<file path="src/pds_pkg.sv">
package pds_pkg;

    localparam logic [7:0] PCT_CHAR   = 8'h25;
    localparam logic [7:0] PLUS_CHAR  = 8'h2B;
    localparam logic [7:0] SPACE_CHAR = 8'h20;
    localparam logic [7:0] ZERO_CHAR  = 8'h30;
    localparam logic [7:0] NINE_CHAR  = 8'h39;
    localparam logic [7:0] UPPER_A    = 8'h41;
    localparam logic [7:0] UPPER_Z    = 8'h5A;
    localparam logic [7:0] CASE_DIFF  = 8'h20;
    localparam logic [7:0] LOWER_A    = 8'h61;
    localparam logic [7:0] HEX_TEN    = 8'd10;
    localparam logic [7:0] NUL_CHAR   = 8'h00;

    typedef enum logic [2:0] {
        PH_IDLE  = 3'b001,
        PH_START = 3'b010,
        PH_DIGIT = 3'b100
    } pds_phase_t;

    typedef struct packed {
        pds_phase_t  phase;
        logic [7:0]  held;
    } pds_state_t;

    typedef struct packed {
        logic [7:0] data;
        logic       valid;
        logic       last;
    } pds_result_t;

    // hex digit value with 8-bit wrap, no validity check
    function automatic logic [7:0] nibble_of(input logic [7:0] c);
        logic [7:0] v;
        begin
            v = c;
            if (c >= ZERO_CHAR && c <= NINE_CHAR) begin
                nibble_of = c - ZERO_CHAR;
            end else begin
                if (c >= UPPER_A && c <= UPPER_Z) begin
                    v = c + CASE_DIFF;
                end
                nibble_of = v - LOWER_A + HEX_TEN;
            end
        end
    endfunction

endpackage

</file>
<file path="src/pds_core.sv">
module pds_core (
    input  logic [7:0]          in_byte,
    input  logic                in_last,
    input  pds_pkg::pds_state_t cur,
    output pds_pkg::pds_state_t nxt,
    output pds_pkg::pds_result_t res
);
    import pds_pkg::*;

    logic [7:0] nib;
    logic [7:0] plain_data;
    logic       plain_valid;
    pds_phase_t plain_phase;

    assign nib = nibble_of(in_byte);

    // byte handled outside any escape
    always_comb begin
        plain_data  = 8'h00;
        plain_valid = 1'b0;
        plain_phase = PH_IDLE;
        if (in_byte == PLUS_CHAR) begin
            plain_data  = SPACE_CHAR;
            plain_valid = 1'b1;
        end else if (in_byte == PCT_CHAR || in_byte == NUL_CHAR) begin
            if (!in_last) begin
                plain_phase = PH_START;
            end
        end else begin
            plain_data  = in_byte;
            plain_valid = 1'b1;
        end
    end

    always_comb begin
        nxt.phase = PH_IDLE;
        nxt.held  = cur.held;
        res.data  = 8'h00;
        res.valid = 1'b0;
        res.last  = in_last;
        case (cur.phase)
            PH_DIGIT: begin
                // second nibble is not masked, it may reach the high bits
                res.data  = {cur.held[3:0], 4'h0} | nib;
                res.valid = 1'b1;
            end
            PH_START: begin
                if (!in_last) begin
                    nxt.held  = nib;
                    nxt.phase = PH_DIGIT;
                end else begin
                    // escape dropped, byte taken as plain
                    res.data  = plain_data;
                    res.valid = plain_valid;
                end
            end
            default: begin
                res.data  = plain_data;
                res.valid = plain_valid;
                nxt.phase = plain_phase;
            end
        endcase
        if (in_last) begin
            nxt.phase = PH_IDLE;
            nxt.held  = 8'h00;
        end
    end

endmodule

</file>
<file path="src/percent_decode_stream.sv">
// percent_decode_stream: streaming percent decoder, one encoded byte per request.
// input channel s_valid/s_ready carries s_in_byte and s_is_last (end of string).
// result channel m_valid/m_ready carries m_out_byte, m_byte_valid and m_out_last;
// every input request gives exactly one result request, in order.
// '+' becomes a space; '%' or a zero byte opens an escape and the next two bytes
// are merged as hex digits; an escape cut short by the end of string is dropped.
// m_out_byte is zero in every result whose m_byte_valid is low.
// an accepted request passes the input register, then the result register,
// before it shows on m_valid.
// throughput: one byte per cycle while the result side is not stalled; the
// escape state is updated in the single decode step between the two registers.
// reset (aresetn low, synchronous) empties both registers and clears the
// escape state; s_ready is high once reset has emptied the input register.
// when m_ready is low and a result waits, the result register holds and the
// input register takes one more request only if it is empty, then s_ready drops.
module percent_decode_stream (
    input  logic       aclk,
    input  logic       aresetn,
    input  logic       s_valid,
    output logic       s_ready,
    input  logic [7:0] s_in_byte,
    input  logic       s_is_last,
    output logic       m_valid,
    input  logic       m_ready,
    output logic [7:0] m_out_byte,
    output logic       m_byte_valid,
    output logic       m_out_last
);
    import pds_pkg::*;

    logic        in_valid_reg;
    logic [7:0]  in_byte_reg;
    logic        in_last_reg;
    pds_state_t  state_reg;
    pds_state_t  state_next;
    logic        out_valid_reg;
    pds_result_t out_reg;
    pds_result_t out_next;
    logic        advance;

    // the decode step moves when the result register is free or being taken
    assign advance = !out_valid_reg || m_ready;
    assign s_ready = !in_valid_reg || advance;

    pds_core u_core (
        .in_byte (in_byte_reg),
        .in_last (in_last_reg),
        .cur     (state_reg),
        .nxt     (state_next),
        .res     (out_next)
    );

    always_ff @(posedge aclk) begin
        if (!aresetn) begin
            in_valid_reg    <= 1'b0;
            out_valid_reg   <= 1'b0;
            state_reg.phase <= PH_IDLE;
            state_reg.held  <= 8'h00;
        end else begin
            if (s_ready) begin
                in_valid_reg <= s_valid;
            end
            if (advance) begin
                out_valid_reg <= in_valid_reg;
                if (in_valid_reg) begin
                    state_reg <= state_next;
                end
            end
        end
    end

    always_ff @(posedge aclk) begin
        if (s_ready && s_valid) begin
            in_byte_reg <= s_in_byte;
            in_last_reg <= s_is_last;
        end
        if (advance && in_valid_reg) begin
            out_reg <= out_next;
        end
    end

    assign m_valid      = out_valid_reg;
    assign m_out_byte   = out_reg.data;
    assign m_byte_valid = out_reg.valid;
    assign m_out_last   = out_reg.last;

endmodule

</file>
<file path="config.mk">
export PLATFORM = sky130hd
export DESIGN_NAME = percent_decode_stream
export DESIGN_NICKNAME = d
export VERILOG_FILES = /design/src/pds_pkg.sv /design/src/pds_core.sv /design/src/percent_decode_stream.sv
export SDC_FILE = /design/constraint.sdc
export NUM_CORES = 1
export LEC_CHECK = 0
export ABC_AREA = 0
export BUFFER_PORTS_ARGS = -buffer_cell sky130_fd_sc_hd__buf_2
export CAP_MARGIN = 20
export CORE_UTILIZATION = 30
export CTS_CLUSTER_DIAMETER = 30
export DETAILED_ROUTE_END_ITERATION = 10
export GPL_TIMING_DRIVEN = 0
export PLACE_DENSITY = 0.47
export SYNTH_ARGS = -nofsm -noshare
export SYNTH_HDL_FRONTEND = slang
export SYNTH_SLANG_ARGS = --single-unit
</file>
<file path="constraint.sdc">
create_clock -name aclk -period 2.4 [get_ports aclk]
set_clock_uncertainty 0.2 [all_clocks]
set_input_delay 0.24 -clock aclk [delete_from_list [all_inputs] [get_ports aclk]]
set_output_delay 0.24 -clock aclk [all_outputs]
set_load 0.03 [all_outputs]
</file>
-- Yosys cells after proc, flatten, opt, wreduce, memory -nomap -nowiden
Cells that the tools add are included.
- $add $sub $neg: 4
- $lt $le $gt $ge: 4
- eq/ne operators: 4
- mux-type cells: 14
- bitwise operators: 1
- reduce and logical (&&, ||, !) cells: 13
- operators with widths (cell ; count):
    8-bit two-way mux ; 6
    9-bit one-hot mux with 2 select lines ; 1
    8-bit by 6-bit equality test with 1-bit output, second input constant ; 2
    11-bit two-way mux ; 1
    9-bit two-way mux ; 1
    8-bit by 4-bit adder with 8-bit output, second input constant ; 1
    8-bit by 6-bit adder with 8-bit output, second input constant ; 1
    8-bit by 6-bit greater-or-equal comparator with 1-bit output, second input constant ; 1
    8-bit by 7-bit greater-or-equal comparator with 1-bit output, second input constant ; 1
    8-bit by 6-bit less-or-equal comparator with 1-bit output, second input constant ; 1
    8-bit by 7-bit less-or-equal comparator with 1-bit output, second input constant ; 1
    8-bit zero test ; 1
    8-bit bitwise OR ; 1
    8-bit by 6-bit subtractor with 8-bit output, second input constant ; 1
    8-bit by 7-bit subtractor with 8-bit output, second input constant ; 1
    3-bit one-hot mux with 2 select lines ; 1
    1-bit logical AND ; 4
    3-bit by 2-bit equality test with 1-bit output, second input constant ; 1
    3-bit equality test, second input constant ; 1
    1-bit logical OR ; 3
    3-bit two-way mux ; 1
    3-bit AND reduction ; 1
    1-bit zero test ; 2
    1-bit two-way mux ; 2
    other kinds (3) ; 3
- flip-flop bits (word level): 28
- input port bits: 13

-- Logic depth before layout (Yosys ltp)
- word-level depth: 9
- depth in mapped cells: 10

-- Hierarchy
Synthesis repeated with hierarchy kept, for this count alone.
- cell total of the unflattened synthesis: 212
- area total of the unflattened synthesis: 2045.7 um2
- by module, submodules not included (module ; times used ; cells an instance ; area each (um2)):
    percent_decode_stream ; 1 ; 76 ; 1111.1
    pds_core ; 1 ; 136 ; 934.6

-- Least setup slack after synthesis
OpenSTA, ideal clock, no wires.
- path type: flip-flop to flip-flop
- from: register in_byte_reg[1]
- to: register out_reg, in the netlist m_out_byte[7], data pin
- setup time: 0.271 ns
- arrival time: 1.927 ns
- data required time: 1.929 ns
- path slack: 0.002 ns
- stages on the path, launching flop included: 9
- path buffers: 0
- period minus slack after synthesis: 2.398 ns
- cells stage by stage: edfxtp_1 -> inv_1 -> ha_1 -> or4_4 -> o21a_1 -> a32oi_2 -> a21oi_1 -> xnor2_1 -> o221ai_1
- RTL lines (what ; RTL line ; RTL):
    start: declaration ; percent_decode_stream.sv:32 ; logic [7:0] in_byte_reg;
    start signal: assignment ; percent_decode_stream.sv:74 ; in_byte_reg <= s_in_byte;
    end signal: assignment ; percent_decode_stream.sv:78 ; out_reg <= out_next;
    end: declaration ; percent_decode_stream.sv:37 ; pds_result_t out_reg;

==> out/summary.txt <==
FILL cells: 483
placed cell count: 257
drt first-iter violations: 50
largest net degree at the start of global routing: 17
Clock Latency Late Sink: 0.28 ns
synthesized flop and latch total: 28
gr ovfl total: 0
first-pass GRT wire length: 6690 um
Root Buffer: clkbuf_8
I/O pins: 25
Netlist cell types: 42
final hold vios: 0
CTS tree: done
crit path kind: register to register
row count: 26
Antenna diodes: 0
Worst Tran Pin Value: 0.524 ns
Synth async-reset ratio: 0%
final setup margin: -0.0580 ns
CTS Buf Count: 3
antenna viol nets, final: 0
Die ar.: 0.00577 mm2
Synthesis Warnings: 0
fmax: 0.407 GHz
Critical Path RT: 2.24 ns
CP top delay family: compound AO/OA/AOI/OAI gates
chip width: 75.9 um
final wirelength: 4000 um
worst-path maximum fanout: 9
Cells after Synth: 164
Reg area: 751 um2
Remaining DRCs: 0
HP Class: input pin to register
synth-to-layout area growth: 33.3%
main flop type after synthesis: edfxtp_1
DIE HEIGHT: 75.9 um
PD cells: 494 mW/mm2
Clock Pin Slew Worst Setup and Hold Paths: 0.10 ns
Max IR drop VDD: 0.261 mV
# setup viols final: 4
CTS Buffer Depth: 2
Slowest-stage cell, CP: edfxtp_1
crit path DAT: 2.30 ns
Total GRT Usage: 14.5%
via count: 1,450
Worst Setup Start Kind: register
Static Leak: 0.858 nW
worst path cell trace: buf_4 -> inv_1 -> ha_1 -> and4bb_2 -> a21oi_4 -> or2_2 -> buf_4 -> inv_1 -> a21o_1 -> a32o_1
Final HPWL DP: 2780 um
via/cell ratio: 5.03
H-tree Lvls: 1
unrepaired setup endpoints after global routing: yes
Pre-antenna DRT Iters: 4
syn_nets: 187
Setup TNS: -0.150 ns
fin. max-slew vios: 0
Initial Util: 31.7%
area occupied by multi-input gates: 856 um2
I/O Buffers: 23
WL/cell: 13.9 um
period utilization: 102%
sequential-to-total area share from yosys stat: 45.8%
gpl congestion: 0.876
share of layout cells above drive strength 1: 31.2%
slew margin rel.: 64.8%
Syn Area/Cell: 10.0 um2
initial antenna violation count: 0
# clock sinks: 28
Worst path max stage delay: 0.37 ns
cell area after synthesis: 0.00164 mm2
Final min period: 2.46 ns
Max Cap Viol: 0
number of synthesized flops with an enable pin: 19
Core ar.: 0.00517 mm2
status: finished with violations
Non-Filler Instances: 288
Power, Total: 1.08 mW
failing checks: negative setup slack
WP buf/inv: 4
fin nets: 242
number of global-route vias before repair: 1,412
CP Capture Type: register
## per-stage QoR
stage,worst slack [ns],utilization [%],area (um2),hold slack (ns)
after detailed placement,-0.337,35.6,1840,0.218
after global placement,-0.315,35.6,1840,0.216
after global routing,-0.184,42.3,2190,0.0102
final,-0.0580,42.3,2190,0.000681
after floorplan,0.00221,-,1640,0.139
after CTS,-0.0607,41.1,2120,0.000361
## worst register-to-register path, stage by stage, from the launching register on
cell	delay (ns)
edfxtp_1	0.37
buf_4	0.18
inv_1	0.05
ha_1	0.19
and4bb_2	0.27
a21oi_4	0.19
or2_2	0.14
buf_4	0.16
inv_1	0.07
a21o_1	0.17
a32o_1	0.21
## per-layer routing
metal | GRT usage, % | part of all wire, %
met1 | 18.0 | 46
met4 | 5.38 | 1.1
met2 | 25.5 | 49
met5 | 0 | 0
met3 | 2.17 | 3.4
## cell usage in the layout (no fill, tap or decap), drive strengths merged, types with 2 or more instances in the layout
master,n
nand2,12
ha,10
a21oi,11
nor3,4
clkbuf,5
nor3b,2
nand3,4
o21ai,13
or2,3
inv,10
xnor2,2
buf,46
o21a,2
a21o,3
nand2b,4
and3,2
a32oi,2
o31ai,2
dfxtp,9
nor2b,7
dlygate4sd3,9
nor2,11
o221ai,3
xor2,3
a22oi,3
edfxtp,19
a31oi,5
## area by class of cell
class,instances,share of cell area [%]
well taps,70,4.00
flip-flops and latches,28,34.3
repair buffers,50,15.7
multi-input cells,120,39.1
clock buffers,4,3.03
plain buffers,6,2.06
inverters,10,1.72
## where the power goes
part | internal [mW] | total (mW) | switching [mW] | leakage [nW]
clock network | 0.182 | 0.341 | 0.159 | 0.0339
registers | 0.537 | 0.550 | 0.0135 | 0.252
logic | 0.0848 | 0.188 | 0.103 | 0.572
total | 0.803 | 1.08 | 0.276 | 0.858
## path summary, 6_finish.rpt
check                       from            end  slack [ns]  cells past startpoint
setup / recovery  in_byte_reg[6]  m_out_byte[1]       -0.06                     10
hold / removal           s_valid   in_valid_reg      0.0007                      3
setup reg to reg  in_byte_reg[6]  m_out_byte[1]       -0.06                     10
hold reg to reg     state_reg[2]   state_reg[2]        0.31                      2
## kinds of logic (layout without fill, tap and decap cells)
family	after synthesis	count (layout)	synth area share (%)
simple gates	54	54	17.5
compound gates	50	50	20.7
flops	28	28	45.8
buf+inv	16	70	5.03
fa+ha+maj	11	11	8.24
xor+xnor	5	5	2.67
## what timing repair did
action / 4_1_cts / 5_1_grt
pin swaps: 8 / 7
buffers inserted: 13 / 5
hold endpoints to repair: 9 / 0
hold buffers: 9 / 0
gates resized for setup: 9 / 7
setup endpoints to repair: 13 / 11
## synth_stat cells (all sizes together), types with 2 or more instances
cell	instances	area share [%]
xor2	3	1.6
buf	5	2.5
a21o	3	1.4
nor3	4	1.2
nor2b	7	2.7
a21oi	11	3.4
xnor2	2	1.1
and3	2	0.76
a32oi	2	1.5
a22oi	3	1.4
ha	10	7.6
a31oi	5	1.9
nand2b	4	1.5
o21ai	13	4.0
nor2	11	2.5
o221ai	3	2.0
o21a	2	0.92
nand3	4	1.2
o31ai	2	0.92
nand2	12	2.7
dfxtp	9	11
nor3b	2	0.92
edfxtp	19	35
inv	10	2.3
or2	3	1.1
Note: power is estimated with default switching activity, not from simulation.
